--- config.mk ---
export PLATFORM = sky130hd
export DESIGN_NAME = usb_standard_request_handler
export DESIGN_NICKNAME = d
export VERILOG_FILES = /design/src/design/usbsrh_pkg.sv /design/src/design/usb_standard_request_handler.sv /design/src/design/usbsrh_front.sv /design/src/design/usbsrh_queue.sv /design/src/design/usbsrh_back.sv
export SDC_FILE = /design/constraint.sdc
export NUM_CORES = 1
export LEC_CHECK = 0
export BUFFER_PORTS_ARGS = -buffer_cell sky130_fd_sc_hd__buf_2
export CAP_MARGIN = 10
export CORE_MARGIN = 2
export CORE_UTILIZATION = 50
export DETAILED_ROUTE_END_ITERATION = 7
export GPL_TIMING_DRIVEN = 0
export PLACE_DENSITY_LB_ADDON = 0.05
export SLEW_MARGIN = 5
export SYNTH_ARGS = -nofsm -noshare
export SYNTH_HDL_FRONTEND = slang
export SYNTH_HIERARCHICAL = 1
export SYNTH_SLANG_ARGS = --single-unit
--- constraint.sdc ---
create_clock -name clk_i -period 5.7 [get_ports clk_i]
set_clock_uncertainty 0.15 [all_clocks]
set_input_delay 0.855 -clock clk_i [delete_from_list [all_inputs] [get_ports clk_i]]
set_output_delay 0.855 -clock clk_i [all_outputs]
set_load 0.03 [all_outputs]
--- src/design/usbsrh_pkg.sv ---
`timescale 1ns / 1ps
`default_nettype none

package usbsrh_pkg;

  localparam int unsigned EndpointCount = 8;
  localparam int unsigned StringCount   = 4;
  localparam int unsigned EpIdxW        = $clog2(EndpointCount);
  localparam int unsigned QueueDepth    = 2;
  localparam int unsigned QPtrW         = $clog2(QueueDepth);
  localparam int unsigned QCountW       = $clog2(QueueDepth + 1);

  localparam logic [6:0] DevDescBytes   = 7'd18;
  localparam logic [6:0] StrDescBytes   = 7'd42;
  localparam logic [6:0] CfgDescDefault = 7'd90;
  localparam logic [3:0] LineLenDefault = 4'd7;

  // Request ids: bRequest in the high byte, bmRequestType in the low byte
  localparam logic [15:0] ReqGetDescriptor = 16'h0680;
  localparam logic [15:0] ReqSetAddress    = 16'h0500;
  localparam logic [15:0] ReqSetConfig     = 16'h0900;
  localparam logic [15:0] ReqGetConfig     = 16'h0880;
  localparam logic [15:0] ReqGetStatusDev  = 16'h0080;
  localparam logic [15:0] ReqGetStatusIf   = 16'h0081;
  localparam logic [15:0] ReqGetStatusEp   = 16'h0082;
  localparam logic [15:0] ReqSetFeatDev    = 16'h0300;
  localparam logic [15:0] ReqClrFeatDev    = 16'h0100;
  localparam logic [15:0] ReqSetFeatIf     = 16'h0301;
  localparam logic [15:0] ReqClrFeatIf     = 16'h0101;
  localparam logic [15:0] ReqSetLineCoding = 16'h2021;
  localparam logic [15:0] ReqSetFeatEp     = 16'h0302;
  localparam logic [15:0] ReqClrFeatEp     = 16'h0102;
  localparam logic [15:0] ReqGetLineCoding = 16'h21A1;
  localparam logic [15:0] ReqSetLineState  = 16'h2221;
  localparam logic [15:0] ReqMscReset      = 16'hFF21;
  localparam logic [15:0] ReqGetMaxLun     = 16'hFEA1;

  localparam logic [15:0] DescDevice = 16'h0100;
  localparam logic [15:0] DescConfig = 16'h0200;
  localparam logic [7:0]  DescString = 8'h03;

  typedef enum logic [1:0] {
    CFG_DESC_LEN = 2'd0,
    CFG_MAX_LUN  = 2'd1,
    CFG_LINE_LEN = 2'd2
  } cfg_reg_e;

  typedef enum logic [2:0] {
    KIND_NONE      = 3'd0,
    KIND_DATA      = 3'd1,
    KIND_ZLP       = 3'd2,
    KIND_STALL     = 3'd3,
    KIND_MSC_RESET = 3'd4
  } reply_kind_e;

  typedef enum logic [2:0] {
    SRC_NONE   = 3'd0,
    SRC_DEV    = 3'd1,
    SRC_CFG    = 3'd2,
    SRC_STR    = 3'd3,
    SRC_CFGVAL = 3'd4,
    SRC_STATUS = 3'd5,
    SRC_LINE   = 3'd6,
    SRC_LUN    = 3'd7
  } data_src_e;

  typedef enum logic [3:0] {
    OP_BUS_RESET,
    OP_GET_DEV,
    OP_GET_CFG,
    OP_GET_STR,
    OP_STALL,
    OP_SET_ADDR,
    OP_SET_CFG,
    OP_GET_CFGVAL,
    OP_STATUS_ZERO,
    OP_EP_STATUS,
    OP_ZLP,
    OP_SET_HALT,
    OP_CLR_HALT,
    OP_GET_LINE,
    OP_SET_LINE,
    OP_MSC_RESET
  } op_e;

  // Get max LUN is the one request left over; it shares OP_STATUS_ZERO and is marked by get_lun
  typedef struct packed {
    op_e                 op;
    logic                get_lun;
    logic [15:0]         value;
    logic [15:0]         length;
    logic [EpIdxW-1:0]   ep;
    logic                dir_in;
  } req_item_t;

endpackage

`default_nettype wire

--- src/design/usb_standard_request_handler.sv ---
// Path: an accepted request passes the classify register, the two-entry queue and the result
// register in that order; empty drops once it sits in the result register, ready to pop.
// Throughput: one request per cycle sustained while results are popped; full only rises
// when the result register waits unpopped, the queue holds two requests and the classify register a third.
// Reset: device address, configuration, line state and all halt flags clear; the
// registers return to 90, 0 and 7; queue and result register empty.
`timescale 1ns / 1ps
`default_nettype none

module usb_standard_request_handler (
  input  wire logic        clk_i,
  input  wire logic        rst_ni,
  input  wire logic        cfg_we_i,
  input  wire logic [1:0]  cfg_index_i,
  input  wire logic [6:0]  cfg_data_i,
  input  wire logic        push,
  output logic             full,
  input  wire logic        action_i,
  input  wire logic [7:0]  request_type_i,
  input  wire logic [7:0]  request_code_i,
  input  wire logic [15:0] value_word_i,
  input  wire logic [15:0] index_word_i,
  input  wire logic [15:0] length_word_i,
  output logic             empty,
  input  wire logic        pop,
  output logic [2:0]       reply_kind_o,
  output logic [2:0]       data_source_o,
  output logic [1:0]       string_number_o,
  output logic [7:0]       send_length_o,
  output logic [15:0]      reply_word_o,
  output logic [6:0]       device_address_now_o,
  output logic             is_configured_o
);

  logic                  front_valid;
  logic                  queue_ready;
  usbsrh_pkg::req_item_t front_item;
  logic                  queue_valid;
  logic                  queue_take;
  usbsrh_pkg::req_item_t queue_item;

  usbsrh_front u_front (
    .clk_i          (clk_i),
    .rst_ni         (rst_ni),
    .push           (push),
    .full           (full),
    .action_i       (action_i),
    .request_type_i (request_type_i),
    .request_code_i (request_code_i),
    .value_word_i   (value_word_i),
    .index_word_i   (index_word_i),
    .length_word_i  (length_word_i),
    .item_valid_o   (front_valid),
    .item_ready_i   (queue_ready),
    .item_o         (front_item)
  );

  usbsrh_queue u_queue (
    .clk_i      (clk_i),
    .rst_ni     (rst_ni),
    .wr_valid_i (front_valid),
    .wr_ready_o (queue_ready),
    .wr_item_i  (front_item),
    .rd_valid_o (queue_valid),
    .rd_take_i  (queue_take),
    .rd_item_o  (queue_item)
  );

  usbsrh_back u_back (
    .clk_i                (clk_i),
    .rst_ni               (rst_ni),
    .cfg_we_i             (cfg_we_i),
    .cfg_index_i          (cfg_index_i),
    .cfg_data_i           (cfg_data_i),
    .item_valid_i         (queue_valid),
    .item_take_o          (queue_take),
    .item_i               (queue_item),
    .empty                (empty),
    .pop                  (pop),
    .reply_kind_o         (reply_kind_o),
    .data_source_o        (data_source_o),
    .string_number_o      (string_number_o),
    .send_length_o        (send_length_o),
    .reply_word_o         (reply_word_o),
    .device_address_now_o (device_address_now_o),
    .is_configured_o      (is_configured_o)
  );

endmodule

`default_nettype wire

--- src/design/usbsrh_front.sv ---
`timescale 1ns / 1ps
`default_nettype none

module usbsrh_front (
  input  wire logic                  clk_i,
  input  wire logic                  rst_ni,
  input  wire logic                  push,
  output logic                       full,
  input  wire logic                  action_i,
  input  wire logic [7:0]            request_type_i,
  input  wire logic [7:0]            request_code_i,
  input  wire logic [15:0]           value_word_i,
  input  wire logic [15:0]           index_word_i,
  input  wire logic [15:0]           length_word_i,
  output logic                       item_valid_o,
  input  wire logic                  item_ready_i,
  output usbsrh_pkg::req_item_t      item_o
);

  logic                  valid_q, valid_d;
  usbsrh_pkg::req_item_t item_q;
  usbsrh_pkg::req_item_t item_c;
  logic                  accept;
  logic [15:0]           req_id;
  logic                  ep_in_range;
  logic                  str_in_range;

  assign full   = valid_q && !item_ready_i;
  assign accept = push && !full;

  assign req_id       = {request_code_i, request_type_i};
  assign ep_in_range  = 32'(index_word_i[3:0]) < usbsrh_pkg::EndpointCount;
  assign str_in_range = 32'(value_word_i[7:0]) < usbsrh_pkg::StringCount;

  always_comb begin
    item_c.op      = usbsrh_pkg::OP_STALL;
    item_c.get_lun = 1'b0;
    item_c.value   = value_word_i;
    item_c.length  = length_word_i;
    item_c.ep      = index_word_i[usbsrh_pkg::EpIdxW-1:0];
    item_c.dir_in  = index_word_i[7];
    if (action_i) begin
      item_c.op = usbsrh_pkg::OP_BUS_RESET;
    end else begin
      unique case (req_id)
        usbsrh_pkg::ReqGetDescriptor: begin
          if (value_word_i == usbsrh_pkg::DescDevice) begin
            item_c.op = usbsrh_pkg::OP_GET_DEV;
          end else if (value_word_i == usbsrh_pkg::DescConfig) begin
            item_c.op = usbsrh_pkg::OP_GET_CFG;
          end else if (value_word_i[15:8] == usbsrh_pkg::DescString && str_in_range) begin
            item_c.op = usbsrh_pkg::OP_GET_STR;
          end else begin
            item_c.op = usbsrh_pkg::OP_STALL;
          end
        end
        usbsrh_pkg::ReqSetAddress:    item_c.op = usbsrh_pkg::OP_SET_ADDR;
        usbsrh_pkg::ReqSetConfig:     item_c.op = usbsrh_pkg::OP_SET_CFG;
        usbsrh_pkg::ReqGetConfig:     item_c.op = usbsrh_pkg::OP_GET_CFGVAL;
        usbsrh_pkg::ReqGetStatusDev,
        usbsrh_pkg::ReqGetStatusIf:   item_c.op = usbsrh_pkg::OP_STATUS_ZERO;
        usbsrh_pkg::ReqGetStatusEp: begin
          item_c.op = ep_in_range ? usbsrh_pkg::OP_EP_STATUS : usbsrh_pkg::OP_STALL;
        end
        usbsrh_pkg::ReqSetFeatDev,
        usbsrh_pkg::ReqClrFeatDev:    item_c.op = usbsrh_pkg::OP_STALL;
        usbsrh_pkg::ReqSetFeatIf,
        usbsrh_pkg::ReqClrFeatIf,
        usbsrh_pkg::ReqSetLineCoding: item_c.op = usbsrh_pkg::OP_ZLP;
        usbsrh_pkg::ReqSetFeatEp,
        usbsrh_pkg::ReqClrFeatEp: begin
          // endpoint zero halt is never kept
          if (value_word_i == 16'd0 && index_word_i[3:0] != 4'd0 && ep_in_range) begin
            item_c.op = (req_id == usbsrh_pkg::ReqSetFeatEp) ? usbsrh_pkg::OP_SET_HALT
                                                             : usbsrh_pkg::OP_CLR_HALT;
          end else begin
            item_c.op = usbsrh_pkg::OP_STALL;
          end
        end
        usbsrh_pkg::ReqGetLineCoding: item_c.op = usbsrh_pkg::OP_GET_LINE;
        usbsrh_pkg::ReqSetLineState:  item_c.op = usbsrh_pkg::OP_SET_LINE;
        usbsrh_pkg::ReqMscReset:      item_c.op = usbsrh_pkg::OP_MSC_RESET;
        usbsrh_pkg::ReqGetMaxLun: begin
          item_c.op      = usbsrh_pkg::OP_STATUS_ZERO;
          item_c.get_lun = 1'b1;
        end
        default:                      item_c.op = usbsrh_pkg::OP_STALL;
      endcase
    end
  end

  assign valid_d = accept || (valid_q && !item_ready_i);

  always_ff @(posedge clk_i or negedge rst_ni) begin
    if (!rst_ni) begin
      valid_q <= 1'b0;
    end else begin
      valid_q <= valid_d;
    end
  end

  always_ff @(posedge clk_i) begin
    if (accept) begin
      item_q <= item_c;
    end
  end

  assign item_valid_o = valid_q;
  assign item_o       = item_q;

endmodule

`default_nettype wire

--- src/design/usbsrh_queue.sv ---
`timescale 1ns / 1ps
`default_nettype none

module usbsrh_queue (
  input  wire logic                  clk_i,
  input  wire logic                  rst_ni,
  input  wire logic                  wr_valid_i,
  output logic                       wr_ready_o,
  input  wire usbsrh_pkg::req_item_t wr_item_i,
  output logic                       rd_valid_o,
  input  wire logic                  rd_take_i,
  output usbsrh_pkg::req_item_t      rd_item_o
);

  usbsrh_pkg::req_item_t                   slots_q [usbsrh_pkg::QueueDepth];
  logic [usbsrh_pkg::QPtrW-1:0]            wr_ptr_q, wr_ptr_d;
  logic [usbsrh_pkg::QPtrW-1:0]            rd_ptr_q, rd_ptr_d;
  logic [usbsrh_pkg::QCountW-1:0]          count_q, count_d;
  logic                                    do_wr;
  logic                                    do_rd;

  assign wr_ready_o = count_q != usbsrh_pkg::QCountW'(usbsrh_pkg::QueueDepth);
  assign rd_valid_o = count_q != '0;
  assign do_wr      = wr_valid_i && wr_ready_o;
  assign do_rd      = rd_take_i && rd_valid_o;
  assign rd_item_o  = slots_q[rd_ptr_q];

  always_comb begin
    wr_ptr_d = wr_ptr_q;
    rd_ptr_d = rd_ptr_q;
    count_d  = count_q;
    if (do_wr) begin
      wr_ptr_d = (32'(wr_ptr_q) == usbsrh_pkg::QueueDepth - 1) ? '0 : wr_ptr_q + 1'b1;
    end
    if (do_rd) begin
      rd_ptr_d = (32'(rd_ptr_q) == usbsrh_pkg::QueueDepth - 1) ? '0 : rd_ptr_q + 1'b1;
    end
    if (do_wr && !do_rd) begin
      count_d = count_q + 1'b1;
    end else if (do_rd && !do_wr) begin
      count_d = count_q - 1'b1;
    end
  end

  always_ff @(posedge clk_i or negedge rst_ni) begin
    if (!rst_ni) begin
      wr_ptr_q <= '0;
      rd_ptr_q <= '0;
      count_q  <= '0;
    end else begin
      wr_ptr_q <= wr_ptr_d;
      rd_ptr_q <= rd_ptr_d;
      count_q  <= count_d;
    end
  end

  always_ff @(posedge clk_i) begin
    if (do_wr) begin
      slots_q[wr_ptr_q] <= wr_item_i;
    end
  end

endmodule

`default_nettype wire

--- src/design/usbsrh_back.sv ---
`timescale 1ns / 1ps
`default_nettype none

module usbsrh_back (
  input  wire logic                  clk_i,
  input  wire logic                  rst_ni,
  input  wire logic                  cfg_we_i,
  input  wire logic [1:0]            cfg_index_i,
  input  wire logic [6:0]            cfg_data_i,
  input  wire logic                  item_valid_i,
  output logic                       item_take_o,
  input  wire usbsrh_pkg::req_item_t item_i,
  output logic                       empty,
  input  wire logic                  pop,
  output logic [2:0]                 reply_kind_o,
  output logic [2:0]                 data_source_o,
  output logic [1:0]                 string_number_o,
  output logic [7:0]                 send_length_o,
  output logic [15:0]                reply_word_o,
  output logic [6:0]                 device_address_now_o,
  output logic                       is_configured_o
);

  localparam int unsigned EpCount = usbsrh_pkg::EndpointCount;

  function automatic logic [7:0] clip_len(logic [6:0] natural, logic [15:0] asked);
    logic [7:0] res;
    res = (asked < {9'd0, natural}) ? asked[7:0] : {1'b0, natural};
    return res;
  endfunction

  logic [6:0]           cfg_desc_len_q;
  logic [3:0]           max_lun_q;
  logic [3:0]           line_len_q;

  logic [6:0]           addr_q, addr_d;
  logic [7:0]           config_q, config_d;
  logic [15:0]          line_state_q, line_state_d;
  logic [EpCount-1:0]   stall_in_q, stall_in_d;
  logic [EpCount-1:0]   stall_out_q, stall_out_d;

  logic                 out_valid_q, out_valid_d;
  logic                 take;

  usbsrh_pkg::reply_kind_e kind_c, kind_q;
  usbsrh_pkg::data_src_e   src_c, src_q;
  logic [1:0]           strno_c, strno_q;
  logic [7:0]           len_c, len_q;
  logic [15:0]          word_c, word_q;
  logic                 is_cfg_q;
  logic                 halt_flag;

  // take the queue head whenever the result register frees up this cycle
  assign take        = item_valid_i && (!out_valid_q || pop);
  assign item_take_o = take;
  assign out_valid_d = take || (out_valid_q && !pop);
  assign halt_flag   = item_i.dir_in ? stall_in_q[item_i.ep] : stall_out_q[item_i.ep];

  always_comb begin
    kind_c       = usbsrh_pkg::KIND_STALL;
    src_c        = usbsrh_pkg::SRC_NONE;
    strno_c      = 2'd0;
    len_c        = 8'd0;
    word_c       = 16'd0;
    addr_d       = addr_q;
    config_d     = config_q;
    line_state_d = line_state_q;
    stall_in_d   = stall_in_q;
    stall_out_d  = stall_out_q;
    unique case (item_i.op)
      usbsrh_pkg::OP_BUS_RESET: begin
        kind_c      = usbsrh_pkg::KIND_NONE;
        addr_d      = 7'd0;
        config_d    = 8'd0;
        stall_in_d  = '0;
        stall_out_d = '0;
      end
      usbsrh_pkg::OP_GET_DEV: begin
        kind_c = usbsrh_pkg::KIND_DATA;
        src_c  = usbsrh_pkg::SRC_DEV;
        len_c  = clip_len(usbsrh_pkg::DevDescBytes, item_i.length);
      end
      usbsrh_pkg::OP_GET_CFG: begin
        kind_c = usbsrh_pkg::KIND_DATA;
        src_c  = usbsrh_pkg::SRC_CFG;
        len_c  = clip_len(cfg_desc_len_q, item_i.length);
      end
      usbsrh_pkg::OP_GET_STR: begin
        kind_c  = usbsrh_pkg::KIND_DATA;
        src_c   = usbsrh_pkg::SRC_STR;
        strno_c = item_i.value[1:0];
        len_c   = clip_len(usbsrh_pkg::StrDescBytes, item_i.length);
      end
      usbsrh_pkg::OP_STALL: begin
        kind_c = usbsrh_pkg::KIND_STALL;
      end
      usbsrh_pkg::OP_SET_ADDR: begin
        kind_c = usbsrh_pkg::KIND_ZLP;
        addr_d = item_i.value[6:0];
      end
      usbsrh_pkg::OP_SET_CFG: begin
        kind_c   = usbsrh_pkg::KIND_ZLP;
        config_d = item_i.value[7:0];
      end
      usbsrh_pkg::OP_GET_CFGVAL: begin
        kind_c = usbsrh_pkg::KIND_DATA;
        src_c  = usbsrh_pkg::SRC_CFGVAL;
        word_c = {8'd0, config_q};
        len_c  = clip_len(7'd1, item_i.length);
      end
      usbsrh_pkg::OP_STATUS_ZERO: begin
        kind_c = usbsrh_pkg::KIND_DATA;
        if (item_i.get_lun) begin
          src_c  = usbsrh_pkg::SRC_LUN;
          word_c = {12'd0, max_lun_q};
          len_c  = clip_len(7'd1, item_i.length);
        end else begin
          src_c  = usbsrh_pkg::SRC_STATUS;
          len_c  = clip_len(7'd2, item_i.length);
        end
      end
      usbsrh_pkg::OP_EP_STATUS: begin
        kind_c = usbsrh_pkg::KIND_DATA;
        src_c  = usbsrh_pkg::SRC_STATUS;
        word_c = {15'd0, halt_flag};
        len_c  = clip_len(7'd2, item_i.length);
      end
      usbsrh_pkg::OP_ZLP: begin
        kind_c = usbsrh_pkg::KIND_ZLP;
      end
      usbsrh_pkg::OP_SET_HALT,
      usbsrh_pkg::OP_CLR_HALT: begin
        kind_c = usbsrh_pkg::KIND_ZLP;
        if (item_i.dir_in) begin
          stall_in_d[item_i.ep] = (item_i.op == usbsrh_pkg::OP_SET_HALT);
        end else begin
          stall_out_d[item_i.ep] = (item_i.op == usbsrh_pkg::OP_SET_HALT);
        end
      end
      usbsrh_pkg::OP_GET_LINE: begin
        kind_c = usbsrh_pkg::KIND_DATA;
        src_c  = usbsrh_pkg::SRC_LINE;
        len_c  = clip_len({3'd0, line_len_q}, item_i.length);
      end
      usbsrh_pkg::OP_SET_LINE: begin
        kind_c       = usbsrh_pkg::KIND_ZLP;
        line_state_d = item_i.value;
      end
      usbsrh_pkg::OP_MSC_RESET: begin
        kind_c = usbsrh_pkg::KIND_MSC_RESET;
      end
      default: begin
        kind_c = usbsrh_pkg::KIND_STALL;
      end
    endcase
  end

  always_ff @(posedge clk_i or negedge rst_ni) begin
    if (!rst_ni) begin
      cfg_desc_len_q <= usbsrh_pkg::CfgDescDefault;
      max_lun_q      <= 4'd0;
      line_len_q     <= usbsrh_pkg::LineLenDefault;
    end else if (cfg_we_i) begin
      unique case (cfg_index_i)
        usbsrh_pkg::CFG_DESC_LEN: cfg_desc_len_q <= cfg_data_i;
        usbsrh_pkg::CFG_MAX_LUN:  max_lun_q      <= cfg_data_i[3:0];
        usbsrh_pkg::CFG_LINE_LEN: line_len_q     <= cfg_data_i[3:0];
        default: ;
      endcase
    end
  end

  always_ff @(posedge clk_i or negedge rst_ni) begin
    if (!rst_ni) begin
      addr_q       <= 7'd0;
      config_q     <= 8'd0;
      line_state_q <= 16'd0;
      stall_in_q   <= '0;
      stall_out_q  <= '0;
      out_valid_q  <= 1'b0;
    end else begin
      out_valid_q <= out_valid_d;
      if (take) begin
        addr_q       <= addr_d;
        config_q     <= config_d;
        line_state_q <= line_state_d;
        stall_in_q   <= stall_in_d;
        stall_out_q  <= stall_out_d;
      end
    end
  end

  always_ff @(posedge clk_i) begin
    if (take) begin
      kind_q   <= kind_c;
      src_q    <= src_c;
      strno_q  <= strno_c;
      len_q    <= len_c;
      word_q   <= word_c;
      is_cfg_q <= config_d != 8'd0;
    end
  end

  assign empty                = !out_valid_q;
  assign reply_kind_o         = kind_q;
  assign data_source_o        = src_q;
  assign string_number_o      = strno_q;
  assign send_length_o        = len_q;
  assign reply_word_o         = word_q;
  assign device_address_now_o = addr_q;
  assign is_configured_o      = is_cfg_q;

  a_bus_reset_clears: assert property (@(posedge clk_i) disable iff (!rst_ni)
    (take && item_i.op == usbsrh_pkg::OP_BUS_RESET)
      |=> (addr_q == 7'd0 && config_q == 8'd0 && stall_in_q == '0 && stall_out_q == '0))
    else $error("bus reset left device state set");

  a_cfg_flag_tracks: assert property (@(posedge clk_i) disable iff (!rst_ni)
    out_valid_q |-> (is_cfg_q == (config_q != 8'd0)))
    else $error("configured flag disagrees with configuration");

  a_ep0_never_halted: assert property (@(posedge clk_i) disable iff (!rst_ni)
    !stall_in_q[0] && !stall_out_q[0])
    else $error("endpoint zero halt flag kept");

  a_data_has_source: assert property (@(posedge clk_i) disable iff (!rst_ni)
    (out_valid_q && kind_q == usbsrh_pkg::KIND_DATA) |-> (src_q != usbsrh_pkg::SRC_NONE))
    else $error("data reply without source");

endmodule

`default_nettype wire
==> impl_metrics.env <==
export IMPL_p_leak_nw=3.822
export IMPL_die_h_um=131.8
export IMPL_drt_met1_wl_mm=7.355
export IMPL_avgSynthCellArea_um2=13.58
export IMPL_htree_levels=4
export IMPL_cap_violations=0
export IMPL_dieWidth_um=131.8
export IMPL_cp_end_kind="flop"
export IMPL_met2_length_mm=8.115
export IMPL_clockBufferDepth=2
export IMPL_grt_pass1_vias=5255
export IMPL_ctsResizeCount=0
export IMPL_cts_root_buf="clkbuf_16"
export IMPL_crit_fanout=29
export IMPL_tns_ns=0
export IMPL_post_cts_buffers=0
export IMPL_ios=121
export IMPL_ant_nets=0
export IMPL_cts_tree="yes"
export IMPL_setup_violations=0
export IMPL_avgViaCountPerCell=5.594
export IMPL_antenna_found_initial=0
export IMPL_worstReg2RegEnd="u_back/stall_out_q[5]"
export IMPL_tritoncts_num_buffers=17
export IMPL_dpl_hpwl_mm=12.02
export IMPL_cts_hold_repair_buffers=0
export IMPL_layout_drive_gt1_share=0.3136
export IMPL_grt_max_degree=53
export IMPL_n_fill_cell=1293
export IMPL_fmax_ghz=0.3126
export IMPL_period_share=0.5612
export IMPL_fin_util=0.6027
export IMPL_grt_overflow=0
export IMPL_port_buffers=101
export IMPL_regToRegSetupSlack_ns=2.53
export IMPL_holdPathStages=0
export IMPL_area_growth_pct=17.70
export IMPL_start_util=0.5121
export IMPL_netlist_area_um2=8164
export IMPL_worstPathArrival_ns=3.39
export IMPL_fin_nets=819
export IMPL_hp_class="flop to flop"
export IMPL_outcome="finished, final reports clean"
export IMPL_wl_per_cell_um=17.18
export IMPL_die_area_um2=17370
export IMPL_vias=5365
export IMPL_hold_viol=0
export IMPL_cp_cell_sequence="buf_2, nand2b_1, nand2_1, inv_1, nand2_1, or3_1, clkbuf_1, o21ai_0"
export IMPL_first_pass_iters=5
export IMPL_slew_headroom=0.2092
export IMPL_r2r_worst_path_cells=11
export IMPL_gp_congestion=0.9207
export IMPL_cp_slowest_cell="inv_1"
export IMPL_grt_pass1_wl_mm=27.14
export IMPL_cp_common_cell="nand2_1"
export IMPL_irDropWorstVdd_mv=0.2746
export IMPL_core_um2=15940
export IMPL_critPathKind="input pin to flop"
export IMPL_grt_use_total=0.1975
export IMPL_core_rowCount=46
export IMPL_clk_pin_slew_ns=0.07
export IMPL_drc=0
export IMPL_grt_setup_unrepaired="false"
export IMPL_drt_total_wl_mm=16.47
export IMPL_worst_pin_slew_ns=1.175
export IMPL_hold_end="u_queue/slots_q[0][12]"
export IMPL_drv_slew=0
export IMPL_num_antenna_cells=0
export IMPL_yosysWarnings=6
export IMPL_crit_required_ns=5.89
export IMPL_fin_crit_ns=3.199
export IMPL_syn_inst=601
export IMPL_clk_insertion_delay_late_ns=0.43
export IMPL_highest_layer="met4"
export IMPL_max_stage_delay_ns=0.86
export IMPL_timing_rr_start="u_queue/rd_ptr_q"
export IMPL_drt_initial_drc_count=401
export IMPL_hold_start="u_front/item_o[12]"
export IMPL_wl_met3_um=677
export IMPL_power_density_nw_per_um2=512.2
export IMPL_startpoint_type="input pin"
export IMPL_clkSinkCount=176
[cell type report]
type                            count  area (um2)  share of cell area
Buffer                             28       221.5             0.02305
Clock buffer                       17       425.4             0.04427
Clock inverter                     15       181.4             0.01888
Inverter                           18       67.56            0.007031
Multi-Input combinational cell    387        2882              0.2999
Sequential cell                   176        5034              0.5238
Tap cell                          216       270.3             0.02812
Timing Repair Buffer              102       528.0             0.05495
[routing by layer]
layer / vias up / GRT usage
met4: 0 / 0.07548
met3: 29 / 0.03845
li1: 2563 / -
met2: 154 / 0.3258
met1: 2619 / 0.2610
met5: - / 0
[worst max-delay path by stage]
stage / start / to / slack (ns) / cells past startpoint
2_1_floorplan: u_queue/rd_ptr_q / u_back/send_length_o[4] / 2.88 / 9
3_3_place_gp: pop / u_back/stall_out_q[2] / 2.06 / 8
3_5_place_dp: pop / u_back/stall_out_q[5] / 2.00 / 8
4_1_cts: pop / u_back/stall_out_q[5] / 2.43 / 8
5_1_grt: pop / u_back/stall_out_q[5] / 2.15 / 8
6_report: pop / u_back/stall_out_q[5] / 2.50 / 8
[registers in the layout (all words and copies together) (netlist names)]
register and count:
u_back/string_number_o 2, u_queue/count_q 2, u_back/config_q 8, u_front/item_valid_o 1, u_back/reply_kind_o 3, u_back/line_len_q 4
u_back/is_configured_o 1, u_back/data_source_o 3, u_back/max_lun_q 4, u_back/cfg_desc_len_q 7, u_back/device_address_now_o 7, u_back/out_valid_q 1
u_queue/rd_ptr_q 1, u_queue/slots_q 66, u_front/item_o 33, u_back/stall_in_q 8, u_back/reply_word_o 8, u_back/send_length_o 8
u_back/stall_out_q 8, u_queue/wr_ptr_q 1
[critical path: cells and delay by family]
| kind | cells | cell delay [ns] |
|---|---|---|
| AOI/OAI and AO/OA | 1 | 0.23 |
| and+or+nand+nor | 4 | 1.14 |
| buffers and inverters | 3 | 1.16 |
[metrics by stage]
step	area [um2]	worst slack [ns]	std cells	hold WS, ns	total power [mW]
after floorplan	8194	2.880	609	0.2715	3.303
after global placement	8970	2.059	926	0.2728	3.746
after detailed placement	9000	1.999	927	0.2827	3.808
after CTS	9607	2.434	959	0.3012	4.965
after global routing	9609	2.147	959	0.3099	5.204
final	9609	2.501	959	0.2994	4.922
[cells in the final DEF, fill, tap and decap left out, drive strengths merged, types with 10 or more instances in the layout]
| master | instances |
|---|---|
| a22o | 20 |
| buf | 121 |
| mux2 | 43 |
| clkbuf | 26 |
| a21oi | 16 |
| edfxtp | 124 |
| nor2 | 34 |
| nand2 | 33 |
| ha | 10 |
| nor3 | 10 |
| nor4 | 16 |
| nand2b | 10 |
| dfrtp | 45 |
| o21ai | 56 |
| inv | 26 |
[report_power, final]
group / total, mW / switching (mW) / leakage (nW) / internal, mW
logic: 1.80 / 1.10 / 1.69 / 0.704
clock network: 1.14 / 0.549 / 0.290 / 0.595
registers: 1.98 / 0.152 / 1.85 / 1.83
total: 4.92 / 1.80 / 3.82 / 3.13
Power figures use the tool's default switching activity.
